<file path="src/design/llsp_pkg.sv">
// llsp_pkg: word types, controller states and control/status bundles
// for the least-loaded slot picker. No dependencies.
`default_nettype none

package llsp_pkg;

    localparam int QUEUE_W = 16;
    localparam int DRAW_W  = 16;
    localparam int INDEX_W = 4;

    typedef struct packed {
        logic               slot_active;
        logic [QUEUE_W-1:0] queued_tuples;
        logic [DRAW_W-1:0]  random_draw;
        logic               last_location;
    } in_word_t;

    typedef struct packed {
        logic [INDEX_W-1:0] chosen_index;
        logic               took_free_slot;
    } out_word_t;

    typedef enum logic [2:0] {
        ST_IDLE,
        ST_CHECK,
        ST_TIE,
        ST_DIV,
        ST_SEL,
        ST_EMIT
    } state_t;

    // controller -> datapath
    typedef struct packed {
        logic load;        // store one location
        logic walk_start;  // rewind the table walk
        logic walk_run;    // advance the table walk
        logic sel_mode;    // walk picks a candidate instead of counting ties
        logic div_start;   // load divisor and draw into the remainder unit
        logic div_run;     // one remainder step
        logic emit;        // register the result and clear the set
    } cmd_t;

    // datapath -> controller
    typedef struct packed {
        logic free_any;    // at least one stored slot is free
        logic walk_done;   // every stored entry has been examined
        logic hit;         // selection walk found the target candidate
        logic div_last;    // final remainder step in progress
    } sts_t;

endpackage

`default_nettype wire

</file>
<file path="src/design/least_loaded_slot_picker.sv">
// least_loaded_slot_picker: top level, joins the controller and datapath.
// Depends on llsp_pkg, llsp_ctrl, llsp_dpath (and through it llsp_ram).
//
//  channel | ports                 | handshake
//  --------+-----------------------+----------------------------------------
//  in      | in_word (in_word_t)   | word taken on clk rise with start & !busy
//  out     | result (out_word_t)   | word valid for the one cycle done is high
//
// Flow: each non-final location word is taken while busy stays low, so a set
// streams in at one word per cycle. After the last word busy rises through a
// check state, a walk counting ties on the minimum queue (skipped when a free
// slot exists), the one-bit-per-cycle remainder unit, the selection walk over
// the stored locations (at most MAX_LOCATIONS) in the queue RAM (one read
// port), and an emit state; done follows in the cycle busy drops. Reset clears
// the set (no free slots, minimum all ones, no stored locations); queue RAM
// contents are not cleared. The receiver cannot stall: a result is shown once
// and is gone.
`default_nettype none

module least_loaded_slot_picker #(
    parameter int MAX_LOCATIONS = 16
) (
    input  wire logic               clk,
    input  wire logic               rst_n,
    input  wire logic               start,
    output logic                    busy,
    input  wire llsp_pkg::in_word_t in_word,
    output logic                    done,
    output llsp_pkg::out_word_t     result
);

    import llsp_pkg::*;

    cmd_t cmd;  // sequencing commands to the datapath
    sts_t sts;  // walk / divider / free-slot status back to the controller

    // controller: sequences load, tie count, remainder and selection
    llsp_ctrl u_ctrl (
        .clk   (clk),
        .rst_n (rst_n),
        .start (start),
        .last  (in_word.last_location),
        .sts   (sts),
        .cmd   (cmd),
        .busy  (busy)
    );

    // datapath: location table, walk, remainder unit, result register
    llsp_dpath #(
        .MAX_LOCATIONS (MAX_LOCATIONS)
    ) u_dpath (
        .clk     (clk),
        .rst_n   (rst_n),
        .in_word (in_word),
        .cmd     (cmd),
        .sts     (sts),
        .done    (done),
        .result  (result)
    );

endmodule

`default_nettype wire

</file>
<file path="src/design/llsp_ram.sv">
// llsp_ram: generic single-write, single-read RAM with registered read data.
// No dependencies.
`default_nettype none

module llsp_ram #(
    parameter int WIDTH = 16,
    parameter int DEPTH = 16,
    parameter int ADDR_W = (DEPTH > 1) ? $clog2(DEPTH) : 1
) (
    input  wire logic              clk,
    input  wire logic              we,
    input  wire logic [ADDR_W-1:0] waddr,
    input  wire logic [WIDTH-1:0]  wdata,
    input  wire logic [ADDR_W-1:0] raddr,
    output logic      [WIDTH-1:0]  rdata
);

    logic [WIDTH-1:0] mem [DEPTH];
    logic [WIDTH-1:0] rdata_reg;

    always_ff @(posedge clk)
    begin
        if (we)
        begin
            mem[waddr] <= wdata;
        end
        rdata_reg <= mem[raddr];
    end

    assign rdata = rdata_reg;

endmodule

`default_nettype wire

</file>
<file path="src/design/llsp_ctrl.sv">
// llsp_ctrl: sequencing state machine of the slot picker.
// Depends on llsp_pkg.
`default_nettype none

module llsp_ctrl (
    input  wire logic          clk,
    input  wire logic          rst_n,
    input  wire logic          start,
    input  wire logic          last,
    input  wire llsp_pkg::sts_t sts,
    output llsp_pkg::cmd_t     cmd,
    output logic               busy
);

    import llsp_pkg::*;

    state_t state_reg;
    state_t state_next;

    always_ff @(posedge clk or negedge rst_n)
    begin
        if (!rst_n)
        begin
            state_reg <= ST_IDLE;
        end
        else
        begin
            state_reg <= state_next;
        end
    end

    always_comb
    begin
        state_next = state_reg;
        unique case (state_reg)
            ST_IDLE:
            begin
                if (start && last)
                begin
                    state_next = ST_CHECK;
                end
            end
            ST_CHECK:
            begin
                state_next = sts.free_any ? ST_DIV : ST_TIE;
            end
            ST_TIE:
            begin
                if (sts.walk_done)
                begin
                    state_next = ST_DIV;
                end
            end
            ST_DIV:
            begin
                if (sts.div_last)
                begin
                    state_next = ST_SEL;
                end
            end
            ST_SEL:
            begin
                if (sts.hit || sts.walk_done)
                begin
                    state_next = ST_EMIT;
                end
            end
            ST_EMIT:
            begin
                state_next = ST_IDLE;
            end
            default:
            begin
                state_next = ST_IDLE;
            end
        endcase
    end

    always_comb
    begin
        cmd  = '0;
        busy = 1'b1;
        unique case (state_reg)
            ST_IDLE:
            begin
                busy     = 1'b0;
                cmd.load = start;
            end
            ST_CHECK:
            begin
                cmd.div_start  = sts.free_any;
                cmd.walk_start = !sts.free_any;
            end
            ST_TIE:
            begin
                cmd.walk_run  = 1'b1;
                cmd.div_start = sts.walk_done;
            end
            ST_DIV:
            begin
                cmd.div_run    = 1'b1;
                cmd.walk_start = sts.div_last;
            end
            ST_SEL:
            begin
                cmd.walk_run = 1'b1;
                cmd.sel_mode = 1'b1;
            end
            ST_EMIT:
            begin
                cmd.emit = 1'b1;
            end
            default:
            begin
                cmd = '0;
            end
        endcase
    end

endmodule

`default_nettype wire

</file>
<file path="src/design/llsp_dpath.sv">
// llsp_dpath: location table, running minimum, free count, table walk,
// bit-serial remainder unit and result register. Depends on llsp_pkg, llsp_ram.
`default_nettype none

module llsp_dpath #(
    parameter int MAX_LOCATIONS = 16
) (
    input  wire logic               clk,
    input  wire logic               rst_n,
    input  wire llsp_pkg::in_word_t in_word,
    input  wire llsp_pkg::cmd_t     cmd,
    output llsp_pkg::sts_t          sts,
    output logic                    done,
    output llsp_pkg::out_word_t     result
);

    import llsp_pkg::*;

    localparam int IDX_W  = (MAX_LOCATIONS > 1) ? $clog2(MAX_LOCATIONS) : 1;
    localparam int CNT_W  = $clog2(MAX_LOCATIONS + 1);
    localparam int STEP_W = $clog2(DRAW_W);
    localparam logic [CNT_W-1:0]  MAX_CNT   = CNT_W'(MAX_LOCATIONS);
    localparam logic [STEP_W-1:0] LAST_STEP = STEP_W'(DRAW_W - 1);

    // set state
    logic [MAX_LOCATIONS-1:0] free_mask_reg;
    logic [QUEUE_W-1:0]       min_queue_reg;
    logic [CNT_W-1:0]         count_reg;
    logic [CNT_W-1:0]         free_cnt_reg;
    logic [DRAW_W-1:0]        draw_reg;

    // walk
    logic [CNT_W-1:0] ptr_reg;
    logic             rd_vld_reg;
    logic [IDX_W-1:0] rd_idx_reg;
    logic [CNT_W-1:0] tie_cnt_reg;
    logic [CNT_W-1:0] seen_reg;
    logic [IDX_W-1:0] chosen_reg;

    // remainder unit
    logic [CNT_W-1:0]  divisor_reg;
    logic [CNT_W-1:0]  rem_reg;
    logic [STEP_W-1:0] step_reg;

    logic              done_reg;
    out_word_t         result_reg;

    logic              store;
    logic [QUEUE_W-1:0] rd_queue;
    logic              issue;
    logic              cand;
    logic              hit;
    logic [CNT_W:0]    trial;
    logic [CNT_W-1:0]  rem_next;

    assign store = cmd.load && (count_reg < MAX_CNT);
    assign issue = cmd.walk_run && (ptr_reg < count_reg);

    llsp_ram #(
        .WIDTH (QUEUE_W),
        .DEPTH (MAX_LOCATIONS)
    ) u_queue_ram (
        .clk   (clk),
        .we    (store),
        .waddr (count_reg[IDX_W-1:0]),
        .wdata (in_word.queued_tuples),
        .raddr (ptr_reg[IDX_W-1:0]),
        .rdata (rd_queue)
    );

    // candidate: a free slot when any exists, otherwise an active slot on the minimum
    always_comb
    begin
        if (free_cnt_reg != '0)
        begin
            cand = free_mask_reg[rd_idx_reg];
        end
        else
        begin
            cand = !free_mask_reg[rd_idx_reg] && (rd_queue == min_queue_reg);
        end
    end

    assign hit = cmd.sel_mode && rd_vld_reg && cand && (seen_reg == rem_reg);

    always_comb
    begin
        trial = {rem_reg, draw_reg[DRAW_W-1]};
        if (trial >= {1'b0, divisor_reg})
        begin
            rem_next = CNT_W'(trial - {1'b0, divisor_reg});
        end
        else
        begin
            rem_next = trial[CNT_W-1:0];
        end
    end

    always_ff @(posedge clk or negedge rst_n)
    begin
        if (!rst_n)
        begin
            free_mask_reg <= '0;
            min_queue_reg <= '1;
            count_reg     <= '0;
            free_cnt_reg  <= '0;
            ptr_reg       <= '0;
            rd_vld_reg    <= 1'b0;
            step_reg      <= '0;
            done_reg      <= 1'b0;
        end
        else
        begin
            done_reg <= cmd.emit;
            if (cmd.emit)
            begin
                free_mask_reg <= '0;
                min_queue_reg <= '1;
                count_reg     <= '0;
                free_cnt_reg  <= '0;
            end
            else if (store)
            begin
                free_mask_reg[count_reg[IDX_W-1:0]] <= !in_word.slot_active;
                if (in_word.slot_active && (in_word.queued_tuples < min_queue_reg))
                begin
                    min_queue_reg <= in_word.queued_tuples;
                end
                if (!in_word.slot_active)
                begin
                    free_cnt_reg <= free_cnt_reg + 1'b1;
                end
                count_reg <= count_reg + 1'b1;
            end

            if (cmd.walk_start)
            begin
                ptr_reg    <= '0;
                rd_vld_reg <= 1'b0;
            end
            else if (cmd.walk_run)
            begin
                rd_vld_reg <= issue;
                if (issue)
                begin
                    ptr_reg <= ptr_reg + 1'b1;
                end
            end

            if (cmd.div_start)
            begin
                step_reg <= '0;
            end
            else if (cmd.div_run)
            begin
                step_reg <= step_reg + 1'b1;
            end
        end
    end

    always_ff @(posedge clk)
    begin
        if (cmd.load && in_word.last_location)
        begin
            draw_reg <= in_word.random_draw;
        end
        else if (cmd.div_run)
        begin
            draw_reg <= {draw_reg[DRAW_W-2:0], 1'b0};
        end

        if (issue)
        begin
            rd_idx_reg <= ptr_reg[IDX_W-1:0];
        end

        if (cmd.walk_start)
        begin
            tie_cnt_reg <= '0;
            seen_reg    <= '0;
            chosen_reg  <= '0;
        end
        else if (cmd.walk_run && rd_vld_reg && cand)
        begin
            if (!cmd.sel_mode)
            begin
                tie_cnt_reg <= tie_cnt_reg + 1'b1;
            end
            else if (hit)
            begin
                chosen_reg <= rd_idx_reg;
            end
            else
            begin
                seen_reg <= seen_reg + 1'b1;
            end
        end

        if (cmd.div_start)
        begin
            divisor_reg <= (free_cnt_reg != '0) ? free_cnt_reg : tie_cnt_reg;
            rem_reg     <= '0;
        end
        else if (cmd.div_run)
        begin
            rem_reg <= rem_next;
        end

        if (cmd.emit)
        begin
            result_reg.chosen_index   <= INDEX_W'(chosen_reg);
            result_reg.took_free_slot <= (free_cnt_reg != '0);
        end
    end

    assign sts.free_any  = (free_cnt_reg != '0);
    assign sts.walk_done = (ptr_reg == count_reg) && !rd_vld_reg;
    assign sts.hit       = hit;
    assign sts.div_last  = (step_reg == LAST_STEP);

    assign done   = done_reg;
    assign result = result_reg;

endmodule

`default_nettype wire

</file>
<file path="config.mk">
export PLATFORM = sky130hd
export DESIGN_NAME = least_loaded_slot_picker
export DESIGN_NICKNAME = d
export VERILOG_FILES = /design/src/design/llsp_pkg.sv /design/src/design/least_loaded_slot_picker.sv /design/src/design/llsp_ram.sv /design/src/design/llsp_ctrl.sv /design/src/design/llsp_dpath.sv
export SDC_FILE = /design/constraint.sdc
export NUM_CORES = 1
export LEC_CHECK = 0
export ABC_AREA = 0
export ABC_CLOCK_PERIOD_IN_PS = 3800
export BUFFER_PORTS_ARGS = -buffer_cell sky130_fd_sc_hd__buf_2
export CORE_MARGIN = 2
export CORE_UTILIZATION = 45
export CTS_CLUSTER_DIAMETER = 80
export CTS_CLUSTER_SIZE = 25
export DETAILED_ROUTE_END_ITERATION = 10
export HOLD_SLACK_MARGIN = 0.06
export SYNTH_ARGS = -nofsm -noshare
export SYNTH_HDL_FRONTEND = slang
export SYNTH_SLANG_ARGS = --single-unit
</file>
<file path="constraint.sdc">
create_clock -name clk -period 3.8 [get_ports clk]
set_clock_uncertainty 0.15 [all_clocks]
set_input_delay 0.19 -clock clk [delete_from_list [all_inputs] [get_ports clk]]
set_output_delay 0.19 -clock clk [all_outputs]
set_load 0.05 [all_outputs]
</file>
==> results by group, run 1 <==
STA
  – Setup slack after layout: around 0.52 ns
  – Fin crit period: 3.28 ns
  – Fin crit share: a little under nine tenths
  – Max-slew headroom: a little under a third
  – Max frequency: a little over 0.3 GHz
  – Max-slew violation count: 0
  – RSZ-0062 raised after global routing: false
  – Setup TNS: 0 ns
  – Final number of hold-violating endpoints: 0
  – Final setup fails: 0
  – Measured slew at the worst slew-check pin: 1.04 ns
  – Fin Hold WS: about 0.12 ns

Logic synthesis
  – Dominant cells by area after synthesis: edfxtp_1, mux4_2, dfrtp_1
  – Seq cells post-synth: between 300 and 400
  – Yosys warnings: 0
  – Async SR Flop Fraction: around 15%
  – Yosys cell types: between 50 and 60
  – Top-count cell post-synth: edfxtp_1
  – Area share of the largest cell type after synthesis: between 50% and 60%
  – Main synth FF type: edfxtp_1
  – Syn Inst Count: 940
  – EDFF count, synth: 286
  – Post-synth top cells: edfxtp_1, mux4_2, dfrtp_1, inv_1, nand2_1
  – Sequential-to-total area share from yosys stat: between 60 and 70%
  – Largest area contributor in the netlist: edfxtp_1
  – Syn Area/Cell: approximately 17 um2
  – Post-Syn Nets: approximately 1000
  – Mapped cell area: between 0.015 and 0.02 mm2

Route
  – Drt via density: between 5 and 6
  – Router iterations before antenna repair: 5
  – WL per Instance: 21.8 um
  – Routed wl met3: 1260 um
  – Iteration-0 DRC count of the detailed router: approximately 470
  – Top sig layer: met4
  – Drt drc: 0
  – Post-DRT Antenna Nets: 0
  – Total length of routed met2 wires: roughly 16000 um
  – Post-Route M1 WL: 14700 um
  – Final wirelength: 32800 um
  – Vias: about 8400

Clocking
  – CTS Buffer Depth: 3
  – Setup bufs post-CTS: 0
  – Root Buffer: clkbuf_16
  – H-Tree Depth: 1
  – Post-CTS Resized: 0
  – Clk sinks: ~380
  – Worst-Skew Late Latency: between 0.5 and 0.6 ns
  – Hold buffers post-CTS: 36
  – Reg clk slew, reported paths: 0.10 ns
  – CTS tree: done
  – TritonCTS buffer count: 21

Setup path
  – Worst path cell trace: mux4_2 -> mux4_2 -> o41a_1 -> or4_4 -> mux2i_1
  – CP peak stage delay: approximately 0.63 ns
  – Startpoint Class: register
  – Worst Path Arrival: approximately 3.5 ns
  – Critical R2R Capture: u_dpath.chosen_reg[3]
  – Family with the most delay on the worst path: multiplexers
  – Length in cells of the worst reg-to-reg path: 5
  – Setup CP Type: reg -> reg
  – Slowest cell on the critical path: or4_4
  – Worst-path fanout max: 10
  – Worst setup path startpoint: u_dpath.rd_idx_reg[0]
  – Crit. End Element: register
  – Worst EP required: around 4.1 ns
  – CP Buf/Inv Count: 0
  – Worst reg2reg path startpoint: u_dpath.rd_idx_reg[0]
  – Top cell by count, worst path: mux4_2
  – R2r setup slk: about 0.52 ns

Power
  – Internal: a little under 8 mW
  – Power Total: 11.4 mW
  – Sequential share of power: roughly 48%
  – Clk pwr share: between 20% and 30%
  – PwrDens: between 600 and 700 mW/mm2
  – Sw frac: a little under a third
  – VDD IR max: roughly 430 uV
  – Psw: 3.52 mW
  – LEAKAGE: 6.27 nW
  – Logic pwr share: 30.1%

Placement
  – IO Port Bufs: 43
  – Placed insts: 1433
  – RePlAce Congestion: between 0.7 and 0.8
  – Post-DP HPWL: a little under 20000 um
  – Setup slack at placement: 0.536 ns

Worst hold path
  – Hold EP: u_dpath.count_reg[0]
  – Hold path depth: 5
  – Hold Path Origin: start
  – Min-delay worst type: in -> reg

Die
  – Core box area: ~0.034 mm2
  – Die area: between 0.03 and 0.04 mm2
  – Row count: 68
  – Die Height: 191 um
  – Die width: 191 um
  – Initial core utilization: a little under half
  – Io pins: 44

Layout
  – Max reg flops: around 260
  – ANT cells: 0
  – Number of filler cells placed in the layout: 2866
  – Share of layout cells above drive strength 1: a little under a quarter
  – Final nets: between 1000 and 1500
  – Layout overhead on the synthesized area: 12.7%
  – Top reg by flops: u_dpath.u_queue_ram.mem
  – Fin cells: approximately 1500

Global routing
  – First-pass GRT wire length: roughly 50000 um
  – Pin count of the biggest net entering global routing: 69
  – Initial antenna violation count: 0
  – Gr ovfl total: 0
  – Gr usage total: about 19%
  – Vias in the first global route: between 8000 and 9000

Flow run
  – Max_cap viols: 0

Status
  – Outcome: completed
## how the worst max path moves through the flow
stage / depth (start not counted) / slack [ns] / to
floorplan: 9 / 0.48 / u_dpath.ptr_reg[3]
CTS: 5 / 0.51 / u_dpath.chosen_reg[3]
global route: 5 / 0.36 / u_dpath.chosen_reg[3]
global placement: 5 / 0.56 / u_dpath.chosen_reg[2]
detailed placement: 5 / 0.54 / u_dpath.chosen_reg[3]
finish: 5 / 0.52 / u_dpath.chosen_reg[3]
## kinds of logic after synthesis
| logic type | after synthesis | share of synthesized area, % |
|---|---|---|
| DFF | 377 | 68.1 |
| and+or+nand+nor | 169 | 5.63 |
| AOI/OAI and AO/OA | 127 | 5.29 |
| muxes | 111 | 13.9 |
| buffers and inverters | 84 | 2.12 |
| xor gates and xnor gates | 36 | 2.00 |
| adders and majority gates | 36 | 2.91 |
## power groups by stage
stage / registers, mW / clock network [mW] / logic (mW)
finish: 5.50 / 2.50 / 3.45
global route: 5.57 / 2.72 / 3.82
CTS: 5.51 / 2.58 / 3.51
detailed placement: 5.60 / 0 / 3.46
global placement: 5.58 / 0 / 3.45
floorplan: 5.38 / 0 / 2.70
## through the flow
| step | util [%] | instance area (um2) |
|---|---|---|
| 2_1_floorplan | - | 15700 |
| 3_3_place_gp | 48.4 | 16700 |
| 3_5_place_dp | 48.4 | 16700 |
| 4_1_cts | 51.4 | 17700 |
| 5_1_grt | 51.4 | 17700 |
| 6_report | 51.4 | 17700 |
## layer usage
metal,GRT usage [%],up-vias
met1,25.9,4321
met4,4.98,0
met5,0,-
met3,2.20,42
met2,31.1,181
li1,-,3857
## area by class of cell
type / count / area (um2) / area share, %
Sequential cell: 377 / 10700 / 60.4
Multi-Input combinational cell: 479 / 4740 / 26.7
Timing Repair Buffer: 117 / 873 / 4.93
Tap cell: 455 / 569 / 3.21
Clock buffer: 28 / 552 / 3.11
Inverter: 41 / 154 / 0.868
Clock inverter: 10 / 124 / 0.699
## placed cells by master, fill, tap and decap left out, types with 5 or more instances in the layout
| cell | synthesis | layout |
|---|---|---|
| dfxtp_1 | 35 | 35 |
| or3_1 | 13 | 13 |
| nand4_1 | 12 | 12 |
| dlygate4sd3_1 | 0 | 36 |
| o211ai_1 | 37 | 37 |
| nor2_1 | 37 | 25 |
| buf_4 | 1 | 37 |
| clkbuf_16 | 0 | 21 |
| o21ai_0 | 19 | 19 |
| buf_2 | 0 | 43 |
| inv_1 | 40 | 40 |
| a21o_1 | 15 | 15 |
| nor2_2 | 0 | 12 |
| nand3_1 | 6 | 6 |
| xnor2_1 | 13 | 13 |
| edfxtp_1 | 286 | 286 |
| dfrtp_1 | 40 | 38 |
| xor2_1 | 23 | 23 |
| mux4_2 | 85 | 85 |
| a21oi_1 | 35 | 35 |
| nor4_1 | 5 | 5 |
| nor3_1 | 10 | 6 |
| nor2b_1 | 5 | 5 |
| and3_1 | 5 | 5 |
| nand2_1 | 40 | 40 |
| mux2i_1 | 11 | 11 |
| mux2_2 | 15 | 15 |
| dfstp_2 | 16 | 16 |
| clkbuf_1 | 29 | 7 |
| ha_1 | 35 | 35 |
| nand2b_1 | 15 | 15 |
## worst reg2reg max path: cells and delay by family, from the launching register on
kind / cells / cell delay [ns]
muxes: 3 / 1.25
and+or+nand+nor: 1 / 0.63
DFF: 1 / 0.53
AOI/OAI and AO/OA: 1 / 0.60
(Power assumes the default switching activity.)
==> run 2: changes to the inputs <==
CORE_MARGIN = 1.5   (was 2)
PLACE_DENSITY = 0.66   (was unset)
==> run 2 against run 1 <==
  * Via count down 1.1%
  * Design area decreased by 0.38%
  * Utilization decreased by 0.20 points
  * Largest cell class unchanged
==> results by group, run 2 (synthesized netlist as in run 1, its figures left out) <==
STA
  – Setup TNS: 0 ns (unchanged)
  – Max-slew violation count: 0 (unchanged)
  – Max frequency: 0.301 GHz (-1.3%)
  – RSZ-0062 raised after global routing: false
  – Fin crit share: 87.4% (+1.2 points)
  – Fin crit period: 3.32 ns (+0.0438 ns)
  – Measured slew at the worst slew-check pin: 0.986 ns (-0.0523 ns)
  – Final number of hold-violating endpoints: 0 (unchanged)
  – Setup slack after layout: 0.479 ns (-0.0438 ns)
  – Max-slew headroom: 34.3% (+3.5 points)
  – Final setup fails: 0 (unchanged)

Clocking
  – Reg clk slew, reported paths: 0.11 ns (about the same)
  – TritonCTS buffer count: 20 (-4.8%)
  – H-Tree Depth: 1 (unchanged)
  – CTS Buffer Depth: 3 (unchanged)
  – Setup bufs post-CTS: 0 (unchanged)
  – Root Buffer: clkbuf_16
  – CTS tree: done
  – Worst-Skew Late Latency: 0.54 ns (about the same)
  – Clk sinks: 377 (unchanged)
  – Post-CTS Resized: 0 (unchanged)

Setup path
  – Worst path cell trace: mux4_2 -> mux4_2 -> o41a_1 -> or4_4 -> mux2i_1
  – Top cell by count, worst path: mux4_2
  – Slowest cell on the critical path: or4_4
  – CP Buf/Inv Count: 0 (unchanged)
  – Family with the most delay on the worst path: multiplexers
  – CP peak stage delay: 0.63 ns (about the same)
  – Setup CP Type: reg -> reg
  – Crit. End Element: register
  – Worst EP required: 4.05 ns (about the same)
  – Worst-path fanout max: 10 (unchanged)
  – Worst Path Arrival: 3.57 ns (+0.03 ns)
  – Startpoint Class: register

Status
  – Outcome: completed

Die
  – Die area: 0.0361 mm2 (-1.0%)
  – Initial core utilization: 45.6% (unchanged)
  – Io pins: 44 (unchanged)
  – Core box area: 0.0345 mm2 (unchanged)
  – Row count: 68 (unchanged)
  – Die Height: 190 um (-0.52%)
  – Die width: 190 um (-0.52%)

Layout
  – Layout overhead on the synthesized area: 12.3%
  – Final Util: 51.2% (-0.20 points)
  – FF+latch area: 0.0107 mm2 (unchanged)
  – Top reg by flops: u_dpath.u_queue_ram.mem
  – ANT cells: 0 (unchanged)
  – Post-route cell area: 0.0177 mm2 (-0.38%)
  – Number of filler cells placed in the layout: 2830 (-1.3%)
  – Most common cell after layout, fill and taps aside: edfxtp_1
  – Share of layout cells above drive strength 1: 23.4% (-0.41 points)
  – Max reg flops: 256 (unchanged)
  – Footprint of the multi-input gates: 0.00474 mm2 (unchanged)
  – Most frequent cells in the layout: edfxtp_1, mux4_2, buf_2, inv_1, nand2_1
  – Final nets: 1108 (-0.18%)

Worst hold path
  – Min-delay worst type: in -> async

Placement
  – DP Area: 0.0167 mm2 (about the same)
  – RePlAce Congestion: 0.847 (+6.9%)
  – IO Port Bufs: 43 (unchanged)
  – Setup slack at placement: 0.532 ns (-0.00369 ns)
  – Post-DP HPWL: 19700 um (about the same)

Power
  – Internal: 7.78 mW (-1.7%)
  – Logic pwr share: 31.1% (+1.0 points)
  – Sequential share of power: 48.1% (about the same)
  – VDD IR max: 421 uV (-1.0%)
  – Sw frac: 31.1% (+0.34 points)
  – PwrDens: 640 mW/mm2 (-0.84%)
  – Psw: 3.52 mW (-0.14%)
  – LEAKAGE: 6.24 nW (-0.48%)
  – Clk pwr share: 20.9% (-0.9 points)

Global routing
  – Pin count of the biggest net entering global routing: 45 (-35%)
  – Gr ovfl total: 0 (unchanged)
  – Vias in the first global route: 8418 (-2.5%)
  – First-pass GRT wire length: 49300 um (-3.4%)
  – Gr usage total: 18.0% (-0.60 points)
  – Initial antenna violation count: 0 (unchanged)

Route
  – Drt drc: 0 (unchanged)
  – WL per Instance: 20.9 um (-3.8%)
  – Drt via density: 5.52 (-0.91%)
  – Router iterations before antenna repair: 4 (-1)
  – Vias: 8308 (-1.1%)
  – Iteration-0 DRC count of the detailed router: 511 (+9.7%)
  – Post-DRT Antenna Nets: 0 (unchanged)
  – Final wirelength: 31500 um (-4.0%)

Flow run
  – Max_cap viols: 0 (unchanged)
==> run 2: area by class of cell <==
| cell class | instances | share of cell area [%] |
|---|---|---|
| Sequential cell | 377 | 60.7 |
| Multi-Input combinational cell | 479 | 26.8 |
| Timing Repair Buffer | 116 | 4.90 |
| Tap cell | 455 | 3.22 |
| Clock buffer | 30 | 3.05 |
| Inverter | 41 | 0.871 |
| Clock inverter | 6 | 0.432 |
==> run 2: power by group through the flow <==
stage	clock, mW	combinational [mW]	sequential [mW]
final	2.36	3.51	5.43
after global routing	2.55	3.87	5.50
after CTS	2.42	3.56	5.43
after detailed placement	0	3.52	5.52
after global placement	0	3.46	5.51
after floorplan	0	2.70	5.38
==> run 2: worst register-to-register path, delay by kind of cell, from the launching register on <==
kind             cells  cell delay, ns
AO/OA/AOI/OAI        1            0.59
multiplexers         3            1.27
flip-flops           1            0.54
AND/OR/NAND/NOR      1            0.63
==> run 2: final timing paths <==
path / from / to / slack (ns) / cells after the start
max: u_dpath.rd_idx_reg[0] / u_dpath.chosen_reg[3] / 0.48 / 5
min: rst_n / u_dpath.free_mask_reg[14] / 0.20 / 2
max reg2reg: u_dpath.rd_idx_reg[0] / u_dpath.chosen_reg[3] / 0.48 / 5
min reg2reg: u_dpath.chosen_reg[2] / u_dpath.result[3] / 0.29 / 0
max in group asynchronous: rst_n / u_dpath.min_queue_reg[10] / 2.41 / 3
min in group clk: start / u_dpath.count_reg[0] / 0.22 / 4
==> run 2: metal layers <==
metal / up-vias / wire length [um] / share of wire (%) / global-route usage [%]
li1: 3855 / - / - / -
met1: 4260 / 14500 / 46 / 25.7
met2: 160 / 15300 / 49 / 29.8
met3: 33 / 1070 / 3.4 / 1.94
met4: 0 / 638 / 2.0 / 3.97
met5: - / 0 / 0 / 0
==> run 2: through the flow <==
step	hold slack (ns)	power, mW	cells
after floorplan	-0.256	8.07	940
after global placement	0.245	8.97	1432
after detailed placement	0.259	9.04	1432
after CTS	0.183	11.4	1504
after global routing	0.238	11.9	1504
final	0.203	11.3	1504
==> run 2: repair_timing <==
action | in CTS | in global routing
hold endpoints to repair | 328 | 0
setup endpoints to repair | 0 | 0
hold buffers | 36 | 0
